## config.mk

```make
export PLATFORM = sky130hd
export DESIGN_NAME = ping_pong_stream_buffer_control_flat
export DESIGN_NICKNAME = d
export VERILOG_FILES = /design/src/design/ppsb_pkg.sv /design/src/design/ppsb_if.sv /design/src/design/ping_pong_stream_buffer_control.sv /design/src/flat_wrapper.sv
export SDC_FILE = /design/constraint.sdc
export NUM_CORES = 1
export LEC_CHECK = 0
export ABC_CLOCK_PERIOD_IN_PS = 2600
export BUFFER_PORTS_ARGS = -buffer_cell sky130_fd_sc_hd__buf_2
export CAP_MARGIN = 20
export CORE_MARGIN = 5
export CORE_UTILIZATION = 60
export CTS_BUF_LIST = sky130_fd_sc_hd__clkbuf_4
export CTS_CLUSTER_SIZE = 25
export DETAILED_ROUTE_END_ITERATION = 10
export GPL_TIMING_DRIVEN = 1
export MAX_ROUTING_LAYER = met4
export PLACE_DENSITY = 0.86
export SETUP_SLACK_MARGIN = 0.4
export SLEW_MARGIN = 20
export SYNTH_ARGS = -nofsm -noshare
export SYNTH_HDL_FRONTEND = slang
export SYNTH_SLANG_ARGS = --single-unit
export TNS_END_PERCENT = 1
```

## constraint.sdc

```tcl
create_clock -name clk_i -period 2.6 [get_ports clk_i]
set_input_delay 0.26 -clock clk_i [delete_from_list [all_inputs] [get_ports clk_i]]
set_output_delay 0.26 -clock clk_i [all_outputs]
set_load 0.03 [all_outputs]
```

## src/design/ppsb_pkg.sv

```systemverilog
// ----------------------------------------------------------------------------
// ppsb_pkg
// Types and codes of the ping-pong stream buffer control.
// ----------------------------------------------------------------------------
package ppsb_pkg;

  localparam int unsigned FuncW  = 3;
  localparam int unsigned StateW = 4;

  // Event codes.
  localparam logic [FuncW-1:0] EV_START       = 3'd0;
  localparam logic [FuncW-1:0] EV_STOP        = 3'd1;
  localparam logic [FuncW-1:0] EV_REQUEST     = 3'd2;
  localparam logic [FuncW-1:0] EV_FILLED      = 3'd3;
  localparam logic [FuncW-1:0] EV_FIRST_DONE  = 3'd4;
  localparam logic [FuncW-1:0] EV_SECOND_DONE = 3'd5;

  // Controller states.
  localparam logic [StateW-1:0] ST_STANDBY    = 4'd0;
  localparam logic [StateW-1:0] ST_READY      = 4'd1;
  localparam logic [StateW-1:0] ST_PRIME_FILL = 4'd2;
  localparam logic [StateW-1:0] ST_PRIME_FULL = 4'd3;
  localparam logic [StateW-1:0] ST_P0_FREE1   = 4'd4;
  localparam logic [StateW-1:0] ST_P0_FILL1   = 4'd5;
  localparam logic [StateW-1:0] ST_P0_FULL1   = 4'd6;
  localparam logic [StateW-1:0] ST_P1_FREE0   = 4'd7;
  localparam logic [StateW-1:0] ST_P1_FILL0   = 4'd8;
  localparam logic [StateW-1:0] ST_P1_FULL0   = 4'd9;

  typedef struct packed {
    logic [FuncW-1:0] func;
    logic             start_ok;
    logic             stop_ok;
  } in_item_t;

  typedef struct packed {
    logic              success;
    logic              grant_valid;
    logic              grant_half;
    logic              notify_owner;
    logic [StateW-1:0] current_state;
  } out_item_t;

endpackage

```

## src/design/ppsb_if.sv

```systemverilog
// ----------------------------------------------------------------------------
// ppsb_if
// Valid/ready channels for events in and results out.
// ----------------------------------------------------------------------------
interface ppsb_in_if;
  logic               valid;
  logic               ready;
  ppsb_pkg::in_item_t data;

  modport source (output valid, output data, input ready);
  modport sink   (input valid, input data, output ready);
endinterface

interface ppsb_out_if;
  logic                valid;
  logic                ready;
  ppsb_pkg::out_item_t data;

  modport source (output valid, output data, input ready);
  modport sink   (input valid, input data, output ready);
endinterface

```

## src/design/ping_pong_stream_buffer_control.sv

```systemverilog
// ----------------------------------------------------------------------------
// ping_pong_stream_buffer_control: event-driven ping-pong transmit buffer control.
// A result is shown in the cycle after its event transaction is accepted, from the result register.
// One event per cycle while the result channel does not stall; the next-state table and the result register set this.
// Reset: rst_ni low clears the state to standby and empties the result register.
// ----------------------------------------------------------------------------
module ping_pong_stream_buffer_control (
  input  logic      clk_i,
  input  logic      rst_ni,
  ppsb_in_if.sink   in_i,
  ppsb_out_if.source out_o
);

  // The controller state and the one-entry result register.
  logic [ppsb_pkg::StateW-1:0] state_q, state_d;
  logic                        out_valid_q;
  ppsb_pkg::out_item_t         out_data_q, out_data_d;
  logic                        in_accept;

  // A new event is taken whenever the result register is empty or its
  // result leaves in this same cycle, so events can follow back to back.
  assign in_i.ready = !out_valid_q || out_o.ready;
  assign in_accept  = in_i.valid && in_i.ready;

  // Next-state table. Each event either moves the controller along the
  // ping-pong sequence or leaves the state as it is with all flags low.
  always_comb begin
    state_d                  = state_q;
    out_data_d.success       = 1'b0;
    out_data_d.grant_valid   = 1'b0;
    out_data_d.grant_half    = 1'b0;
    out_data_d.notify_owner  = 1'b0;
    unique case (in_i.data.func)
      ppsb_pkg::EV_START: begin
        // Start only counts from standby and only if the low-level start worked.
        if (state_q == ppsb_pkg::ST_STANDBY && in_i.data.start_ok) begin
          state_d                 = ppsb_pkg::ST_READY;
          out_data_d.success      = 1'b1;
          out_data_d.notify_owner = 1'b1;
        end
      end
      ppsb_pkg::EV_STOP: begin
        // Stop is honored while a half is playing; the outcome is reported as is.
        if (state_q inside {ppsb_pkg::ST_P0_FREE1, ppsb_pkg::ST_P0_FILL1,
                            ppsb_pkg::ST_P0_FULL1, ppsb_pkg::ST_P1_FREE0,
                            ppsb_pkg::ST_P1_FILL0, ppsb_pkg::ST_P1_FULL0}) begin
          state_d            = ppsb_pkg::ST_STANDBY;
          out_data_d.success = in_i.data.stop_ok;
        end
      end
      ppsb_pkg::EV_REQUEST: begin
        // The producer gets the half that is not playing, if it is free.
        if (state_q == ppsb_pkg::ST_READY) begin
          state_d                = ppsb_pkg::ST_PRIME_FILL;
          out_data_d.grant_valid = 1'b1;
          out_data_d.grant_half  = 1'b1;
        end else if (state_q == ppsb_pkg::ST_P0_FREE1) begin
          state_d                = ppsb_pkg::ST_P0_FILL1;
          out_data_d.grant_valid = 1'b1;
          out_data_d.grant_half  = 1'b1;
        end else if (state_q == ppsb_pkg::ST_P1_FREE0) begin
          state_d                = ppsb_pkg::ST_P1_FILL0;
          out_data_d.grant_valid = 1'b1;
        end
      end
      ppsb_pkg::EV_FILLED: begin
        if (state_q == ppsb_pkg::ST_P0_FILL1) begin
          state_d            = ppsb_pkg::ST_P0_FULL1;
          out_data_d.success = 1'b1;
        end else if (state_q == ppsb_pkg::ST_P1_FILL0) begin
          state_d            = ppsb_pkg::ST_P1_FULL0;
          out_data_d.success = 1'b1;
        end else if (state_q == ppsb_pkg::ST_PRIME_FILL) begin
          state_d            = ppsb_pkg::ST_PRIME_FULL;
          out_data_d.success = 1'b1;
        end
      end
      ppsb_pkg::EV_FIRST_DONE: begin
        // The engine finished the first half and moves on to the second one.
        if (state_q inside {ppsb_pkg::ST_PRIME_FILL, ppsb_pkg::ST_PRIME_FULL,
                            ppsb_pkg::ST_P0_FREE1, ppsb_pkg::ST_P0_FILL1,
                            ppsb_pkg::ST_P0_FULL1}) begin
          state_d                 = ppsb_pkg::ST_P1_FREE0;
          out_data_d.notify_owner = 1'b1;
        end
      end
      ppsb_pkg::EV_SECOND_DONE: begin
        // The engine wrapped around from the second half to the first one.
        if (state_q inside {ppsb_pkg::ST_P1_FREE0, ppsb_pkg::ST_P1_FILL0,
                            ppsb_pkg::ST_P1_FULL0}) begin
          state_d                 = ppsb_pkg::ST_P0_FREE1;
          out_data_d.notify_owner = 1'b1;
        end
      end
      default: begin
        // Undefined event codes change nothing.
      end
    endcase
    out_data_d.current_state = state_d;
  end

  // The state moves only with an accepted event transaction.
  always_ff @(posedge clk_i or negedge rst_ni) begin
    if (!rst_ni) begin
      state_q     <= ppsb_pkg::ST_STANDBY;
      out_valid_q <= 1'b0;
    end else begin
      if (in_accept) begin
        state_q     <= state_d;
        out_valid_q <= 1'b1;
      end else if (out_o.ready) begin
        out_valid_q <= 1'b0;
      end
    end
  end

  // The result payload needs no reset; it is qualified by out_valid_q.
  always_ff @(posedge clk_i) begin
    if (in_accept) begin
      out_data_q <= out_data_d;
    end
  end

  assign out_o.valid = out_valid_q;
  assign out_o.data  = out_data_q;

endmodule

```

## src/flat_wrapper.sv

```systemverilog
// flat-port wrapper written by rule: the top's interface ports become plain ports
module ping_pong_stream_buffer_control_flat 
  (clk_i, rst_ni, in_i_valid, in_i_data, in_i_ready, out_o_valid, out_o_data, out_o_ready);
  ppsb_in_if in_i_i ();
  ppsb_out_if out_o_i ();
  input  logic clk_i;
  input  logic rst_ni;
  input wire logic [$bits(in_i_i.valid)-1:0] in_i_valid;
  input wire logic [$bits(in_i_i.data)-1:0] in_i_data;
  output wire logic [$bits(in_i_i.ready)-1:0] in_i_ready;
  output wire logic [$bits(out_o_i.valid)-1:0] out_o_valid;
  output wire logic [$bits(out_o_i.data)-1:0] out_o_data;
  input wire logic [$bits(out_o_i.ready)-1:0] out_o_ready;
  assign in_i_i.valid = in_i_valid;
  assign in_i_i.data = in_i_data;
  assign in_i_ready = in_i_i.ready;
  assign out_o_valid = out_o_i.valid;
  assign out_o_data = out_o_i.data;
  assign out_o_i.ready = out_o_ready;
  ping_pong_stream_buffer_control u_core (.clk_i(clk_i), .rst_ni(rst_ni), .in_i(in_i_i), .out_o(out_o_i));
endmodule
```

==> impl_metrics.toml, run 1 <==
[run_status]
outcome = "complete, no violations"

[synth]
synth-main-ff-cell = "edfxtp_1"
synth-seq-area-share = 0.401
synth-edff-count = 8
yosysWarnings = 0
synth_area_sq_um = 911
syn_area_per_cell_sq_um = 9.20
yosysUniqueCellTypes = 37
synth_fp_nets = 108
ys_ff_latch = 13
synthCells = 99
synthArstFlopShare = 0.385

[worst_setup_path]
worstPathMaxFanout = 16
cp.depth = 5
slowest_delay_ns = 0.69
cpLargestDelayFamily = "compound AO/OA/AOI/OAI gates"
crit_path_top_delay_cell = "dfrtp_1"
critPathLaunchType = "register"
ff2ff_path_depth = 5
cp_common_cell = "a31oi_1"
rrSetupSlack_ns = 0.73
critical_path_class = "reg2reg"
worstPathCellList = "nor2b_2, a31oi_1, o211ai_1, a211oi_2, a31oi_1"
required_ns = 2.63
worst_setup_path_end_kind = "register"
cp.arrival_ns = 1.91
path_buf_inv = 0

[timing]
hold_viol_final = 0
timing.final.crit_period_ns = 1.87
fin_skew_ns = 0.00808
worstMarginPinSlew_ns = 0.578
relSlewSlack = 0.614
rsz0062_at_grt = "no"
clock.fmax_mhz = 534
setup_violations = 0
slew_violations = 0
finalWorstSetupSlack_ns = 0.726
tns_ns = 0
period_share = 0.721

[drt]
drt-initial-drc-count = 33
dr.pass1.iters = 4
avgViaCountPerCell = 6.25
drc_errors = 0
routed_wl_um = 2020
wire_per_inst_um = 15.6
dr_total_vias = 813
ant_nets = 0

[grt]
grt_max_degree = 17
track_usage = 0.186
antenna_found_initial = 0
overflow = 0
grt_pass1_wl_um = 3460
grt_pass1_vias = 763

[placed_design]
place_ws_ns = 0.825
io_buffers = 18
dpl.cell_count = 125
globalplace.congestion = 0.894
hpwl_um = 1420

[die]
placementRows = 14
fp.dieW_um = 49.0
ios = 19
initial_core_util = 0.619
die_area_sq_mm = 0.00240
coreArea_sq_mm = 0.00147
die_h_um = 49.0

[clock_network]
cts_root_buf = "clkbuf_4"
cts_tree = "yes"
cts_sinks = 13
clockBufferDepth = 2
htree_levels = 1
cts_buffers = 3
clock_latency_ns = 0.29
clk_pin_slew_ns = 0.09
post_cts_resized = 0

[pwr]
power.total_mw = 0.832
power_density_mw_per_mm2 = 827
total_leakage_power_nw = 0.404
ir_worst_vdd_mv = 0.594

[worst_hold_path]
worstHoldPathType = "in2reg"
whs_path_depth = 2

[layout]
synthToLayoutAreaGrowth_pct = 10.4
n_antenna_cell = 0
layout.nets = 124
final_util = 0.684
finalNonFillerCells = 130
final_cell_mix = "buf_2 (18), a21oi_1 (9), edfxtp_1 (8)"
final_common_cell = "buf_2"
drive_gt1_frac = 0.307

[flow_run]
cap_violations = 0
[cells in the mapped netlist, types with 2 or more instances]
| cell type | count | area share |
|---|---|---|
| a211oi_2 | 4 | 0.055 |
| a21oi_1 | 9 | 0.049 |
| a31oi_1 | 4 | 0.027 |
| and3_1 | 2 | 0.014 |
| buf_2 | 2 | 0.011 |
| buf_4 | 4 | 0.033 |
| dfrtp_1 | 5 | 0.14 |
| edfxtp_1 | 8 | 0.26 |
| inv_1 | 5 | 0.021 |
| mux2_2 | 2 | 0.025 |
| nand2_1 | 6 | 0.025 |
| nand2_2 | 2 | 0.014 |
| nand2b_1 | 6 | 0.041 |
| nand3_1 | 2 | 0.011 |
| nor2_1 | 6 | 0.025 |
| nor2_2 | 2 | 0.014 |
| nor3_1 | 2 | 0.011 |
| nor4b_1 | 3 | 0.029 |
| o21ai_0 | 4 | 0.022 |
| o21ai_1 | 3 | 0.016 |
| o22ai_1 | 2 | 0.014 |
[per-stage QoR]
stage / hold slack, ns / area, sq um
floorplan: -0.0356 / 911
global placement: 0.0754 / 966
detailed placement: 0.0770 / 966
CTS: 0.179 / 1010
global route: 0.177 / 1010
finish: 0.175 / 1010
[worst register-to-register path: cells and delay by family (launching register included)]
kind,cells,cell delay (ns)
and+or+nand+nor,1,0.14
AOI/OAI and AO/OA,4,0.79
DFF,1,0.69
[state kept, by name (all words and copies together) (netlist names)]
name,count
u_core.out_o.data,8
u_core.state_q,4
u_core.out_o.valid,1
[kinds of logic (layout without fill, tap and decap cells)]
logic type | count (synthesis) | count (layout) | share of synthesized area
AO/OA/AOI/OAI | 31 | 31 | 0.236
buffers and inverters | 13 | 28 | 0.0810
flip-flops | 13 | 13 | 0.401
multiplexers | 3 | 3 | 0.0357
XOR/XNOR | 1 | 1 | 0.00962
AND/OR/NAND/NOR | 38 | 38 | 0.236
[final timing paths]
path / from / end
worst max-delay path: u_core.state_q[2]$_DFFE_PN0P_ / u_core.out_o.data[0]$_DFFE_PP_
worst min-delay path: in_i_valid / u_core.out_o.valid$_DFFE_PN0P_
worst max register to register: u_core.state_q[2]$_DFFE_PN0P_ / u_core.out_o.data[0]$_DFFE_PP_
worst min register to register: u_core.out_o.valid$_DFFE_PN0P_ / u_core.out_o.valid$_DFFE_PN0P_
max in group asynchronous: rst_ni / u_core.state_q[2]$_DFFE_PN0P_
min in group asynchronous: rst_ni / u_core.state_q[1]$_DFFE_PN0P_
[layer usage]
metal,part of all wire,GRT usage
met1,0.40,0.241
met2,0.48,0.278
met3,0.082,0.0306
met4,0.045,0.0942
met5,0,-
[repair_timing]
| action | CTS | global route |
|---|---|---|
| hold endpoints to repair | 5 | 0 |
| setup buffers | 0 | 0 |
| hold buffers | 1 | 0 |
[report_power, final]
group	internal, mW	leakage, nW	switching (mW)
clock network	0.0703	0.0184	0.0740
registers	0.267	0.133	0.105
logic	0.130	0.253	0.186
[final cells by class]
cell class	instances	area (sq um)
Tap cell	16	20.0
Multi-Input combinational cell	73	472
Sequential cell	13	365
Timing Repair Buffer	19	100
Inverter	5	18.8
Clock buffer	4	30.0
Fill cell	111	465
No activity file was read; power rests on OpenSTA's default activity.
==> run 2: changes to the inputs <==
ABC_CLOCK_PERIOD_IN_PS = 1650   (was 2600)
CORE_UTILIZATION = 50   (was 60)
PLACE_DENSITY = 0.77   (was 0.86)
clock period = 1.65 ns   (was 2.6 ns; I/O delays follow)
==> impl_metrics.toml, run 2 (same netlist as run 1, synthesis figures left out) <==
[drt]
drt-initial-drc-count = 43
wire_per_inst_um = 14.1
drc_errors = 0
dr_total_vias = 891
routed_wl_um = 2220
dr.pass1.iters = 4
ant_nets = 0
avgViaCountPerCell = 5.68

[grt]
grt_pass1_wl_um = 3700
overflow = 0
antenna_found_initial = 0
grt_pass1_vias = 847
grt_max_degree = 17
track_usage = 0.186

[clock_network]
clockBufferDepth = 2
cts_tree = "yes"
cts_sinks = 13
cts_root_buf = "clkbuf_4"
cts_buffers = 3
htree_levels = 1
clock_latency_ns = 0.28
clk_pin_slew_ns = 0.08

[worst_setup_path]
worst_setup_path_end_kind = "register"
crit_path_top_delay_cell = "dfrtp_2"
critical_path_class = "reg2reg"
worstPathMaxFanout = 9
slowest_delay_ns = 0.46
cp.arrival_ns = 1.54
path_buf_inv = 1
required_ns = 1.68
critPathLaunchType = "register"
worstPathCellList = "buf_6, o32ai_2, o21ai_1, a211oi_2, a31oi_1"
cpLargestDelayFamily = "compound AO/OA/AOI/OAI gates"

[placed_design]
io_buffers = 18
globalplace.congestion = 0.917
hpwl_um = 1580
dpl.cell_count = 144
placed_area_sq_mm = 0.00109

[die]
die_area_sq_mm = 0.00278
ios = 19
fp.dieW_um = 52.7
coreArea_sq_mm = 0.00173
die_h_um = 52.7
initial_core_util = 0.528
placementRows = 15

[pwr]
p_comb_frac = 0.539
total_leakage_power_nw = 0.500
p_int_mw = 0.949
seqPwrFrac = 0.325
pwr-share-clk = 0.136
power_density_mw_per_mm2 = 1320
switching_share = 0.403
power.switching_mw = 0.641
ir_worst_vdd_mv = 1.05

[timing]
slew_violations = 0
worstMarginPinSlew_ns = 0.308
relSlewSlack = 0.792
hold_viol_final = 0
clock.fmax_mhz = 665
setup_violations = 0
rsz0062_at_grt = "yes"
tns_ns = 0
period_share = 0.911
timing.final.crit_period_ns = 1.50
fin_skew_ns = 0.00750

[layout]
largest_reg_flops = 8
final_cell_mix = "buf_2 (18), buf_4 (16), a21oi_1 (8), edfxtp_1 (8)"
final_util = 0.698
layout.nets = 142
final_common_cell = "buf_2"
synthToLayoutAreaGrowth_pct = 32.3
drive_gt1_frac = 0.477
n_antenna_cell = 0
fin_area_sq_mm = 0.00120
finalNonFillerCells = 157

[flow_run]
cap_violations = 0

[run_status]
outcome = "complete, no violations"

[worst_hold_path]
worstHoldPathType = "in2reg"
==> run 2: changes by cell type in the layout (fill, tap and decap cells not counted), sizes merged <==
cell,delta
buf,+18
==> run 2: what timing repair did <==
item	4_1_cts	5_1_grt
setup buffers	7	1
hold buffers	1	0
endpoints found under the hold margin	5	0
endpoints found under the setup margin	11	11
pin swaps	3	0
gates resized for setup	4	1
==> run 2: final timing paths <==
path | start | end | slack, ns | cells after the start
max | u_core.state_q[1]$_DFFE_PN0P_ | u_core.out_o.data[0]$_DFFE_PP_ | 0.15 | 5
min | in_i_valid | u_core.out_o.valid$_DFFE_PN0P_ | 0.1 | 2
max reg2reg | u_core.state_q[1]$_DFFE_PN0P_ | u_core.out_o.data[0]$_DFFE_PP_ | 0.15 | 5
min reg2reg | u_core.out_o.valid$_DFFE_PN0P_ | u_core.out_o.valid$_DFFE_PN0P_ | 0.54 | 2
max in group asynchronous | rst_ni | u_core.out_o.valid$_DFFE_PN0P_ | 1.29 | 2
min in group asynchronous | rst_ni | u_core.state_q[3]$_DFFE_PN0P_ | 0.21 | 2
==> run 2: power by group through the flow <==
stage	combinational, mW	clock, mW	sequential (mW)
2_1_floorplan	0.504	0	0.551
4_1_cts	0.824	0.223	0.513
3_5_place_dp	0.661	0	0.549
6_report	0.857	0.216	0.517
3_3_place_gp	0.656	0	0.541
5_1_grt	0.933	0.245	0.525
==> run 2: through the flow <==
| stage | hold WS (ns) | setup slack, ns | power, mW |
|---|---|---|---|
| after detailed placement | -0.0175 | 0.0564 | 1.21 |
| final | 0.0973 | 0.146 | 1.59 |
| after global routing | 0.0970 | 0.0355 | 1.70 |
| after CTS | 0.0966 | 0.157 | 1.56 |
| after global placement | -0.0185 | 0.111 | 1.20 |
| after floorplan | -0.131 | 0.245 | 1.06 |
==> run 2: cell type report <==
type / count / area [sq um]
Clock buffer: 4 / 30.0
Fill cell: 139 / 522
Inverter: 5 / 18.8
Multi-Input combinational cell: 73 / 512
Sequential cell: 13 / 370
Tap cell: 25 / 31.3
Timing Repair Buffer: 37 / 243
==> run 2: routing by layer <==
layer	share of wire	up-vias	global-route usage	wire, um
met5	0	-	-	0
li1	-	430	-	-
met1	0.44	425	0.231	985
met4	0.016	0	0.0766	36
met3	0.067	4	0.0484	149
met2	0.47	32	0.287	1050
==> run 3: changes to the inputs <==
ABC_CLOCK_PERIOD_IN_PS = 1900   (was 1650)
CORE_UTILIZATION = 60   (was 50)
PLACE_DENSITY = 0.86   (was 0.77)
clock period = 1.9 ns   (was 1.65 ns; I/O delays follow)
==> impl_metrics.toml, run 3 (same netlist as run 1, synthesis figures left out) <==
[grt]
grt_pass1_wl_um = 3930
overflow = 0
antenna_found_initial = 0
grt_max_degree = 17
track_usage = 0.214
grt_pass1_vias = 822

[layout]
largest_reg_flops = 8
final_common_cell = "buf_2"
fin_area_sq_mm = 0.00112
layout.nets = 132
final_cell_mix = "buf_2 (18), a21oi_1 (8), buf_4 (8), edfxtp_1 (8)"
synthToLayoutAreaGrowth_pct = 23.4
n_antenna_cell = 0
fillers = 105
drive_gt1_frac = 0.426

[timing]
setup_violations = 0
clock.fmax_mhz = 621
hold_viol_final = 0
worstMarginPinSlew_ns = 0.370
tns_ns = 0
fin_skew_ns = 0.00215
hold_slack_ns = 0.110
timing.final.crit_period_ns = 1.61
period_share = 0.847
rsz0062_at_grt = "yes"
finalWorstSetupSlack_ns = 0.290
relSlewSlack = 0.754
slew_violations = 0

[worst_setup_path]
rrSetupSlack_ns = 0.29
cp.depth = 4
ff2ff_path_depth = 4
slowest_delay_ns = 0.44
required_ns = 1.94
worstPathCellList = "inv_1, or3_1, a211oi_2, nor2_1"
critical_path_class = "reg2reg"
worstReg2RegStart = "u_core.state_q[1]$_DFFE_PN0P_"
worstPathMaxFanout = 5
path_buf_inv = 1
r2r-end = "u_core.out_o.data[2]$_DFFE_PP_"
crit_path_top_delay_cell = "dfrtp_2"
critPathLaunchType = "register"
worst_setup_path_end_kind = "register"
cp.arrival_ns = 1.65
cpLargestDelayFamily = "simple AND/OR/NAND/NOR gates"

[drt]
avgViaCountPerCell = 6.53
dr.pass1.iters = 4
dr_total_vias = 901
ant_nets = 0
wire_per_inst_um = 18.4
drc_errors = 0
drt-initial-drc-count = 33
routed_wl_um = 2530

[placed_design]
globalplace.congestion = 0.925
place_ws_ns = 0.319
hpwl_um = 1570
io_buffers = 18
placed_area_sq_mm = 0.00101

[die]
placementRows = 14
die_h_um = 49.0
fp.dieW_um = 49.0
coreArea_sq_mm = 0.00147
initial_core_util = 0.619
ios = 19
die_area_sq_mm = 0.00240

[clock_network]
cts_buffers = 3
clockBufferDepth = 2
clk_pin_slew_ns = 0.08
cts_root_buf = "clkbuf_4"
cts_tree = "yes"
clock_latency_ns = 0.29
htree_levels = 1
cts_sinks = 13

[worst_hold_path]
whs_path_depth = 2
min_from = "in_i_valid"
worstHoldPathType = "in2reg"
min_to = "u_core.out_o.valid$_DFFE_PN0P_"

[pwr]
total_leakage_power_nw = 0.458
power.total_mw = 1.35
power_density_mw_per_mm2 = 1200
ir_worst_vdd_mv = 0.769

[run_status]
outcome = "complete, no violations"

[flow_run]
cap_violations = 0
-- run 3: worst max-delay path by stage --
stage                                   start                        endpoint  slack [ns]
2_1_floorplan  u_core.out_o.valid$_DFFE_PN0P_   u_core.state_q[3]$_DFFE_PN0P_        0.43
3_3_place_gp    u_core.state_q[3]$_DFFE_PN0P_  u_core.out_o.data[0]$_DFFE_PP_        0.35
3_5_place_dp    u_core.state_q[3]$_DFFE_PN0P_  u_core.out_o.data[0]$_DFFE_PP_        0.32
4_1_cts         u_core.state_q[3]$_DFFE_PN0P_   u_core.state_q[2]$_DFFE_PN0P_        0.37
5_1_grt         u_core.state_q[3]$_DFFE_PN0P_  u_core.out_o.data[0]$_DFFE_PP_        0.23
6_report        u_core.state_q[1]$_DFFE_PN0P_  u_core.out_o.data[2]$_DFFE_PP_        0.29
-- run 3: where the power goes --
part	internal, mW	switching (mW)	leakage [nW]
Sequential	0.373	0.0548	0.130
Combinational	0.287	0.436	0.310
Clock	0.0961	0.103	0.0184
-- run 3: worst register-to-register path, cell delays in order (launching register included) --
cell      delay (ns)
dfrtp_2         0.44
inv_1           0.13
or3_1           0.42
a211oi_2        0.28
nor2_1          0.09
-- run 3: what timing repair did --
action	in CTS	in global routing
hold buffers	1	0
gates resized for setup	3	7
setup buffers	3	0
hold endpoints to repair	5	0
endpoints found under the setup margin	5	6
pin swaps	0	2
-- run 3: final cells by class --
type | count | area [sq um] | share of cell area
inverters | 5 | 18.8 | 0.0167
repair buffers | 27 | 160 | 0.143
multi-input cells | 73 | 526 | 0.468
clock buffers | 4 | 30.0 | 0.0267
well taps | 16 | 20.0 | 0.0178
flip-flops and latches | 13 | 369 | 0.329
-- run 3: per-stage QoR --
stage | utilization | cells
after floorplan | - | 99
after global placement | 0.687 | 130
after detailed placement | 0.687 | 130
after CTS | 0.736 | 138
after global routing | 0.764 | 138
final | 0.764 | 138
-- run 3: metal layers --
layer	GRT usage	vias to the layer above	wire, um
met1	0.255	424	1010
met2	0.352	60	1260
met3	0.0398	11	194
met5	-	-	0
li1	-	406	-
met4	0.0897	0	69
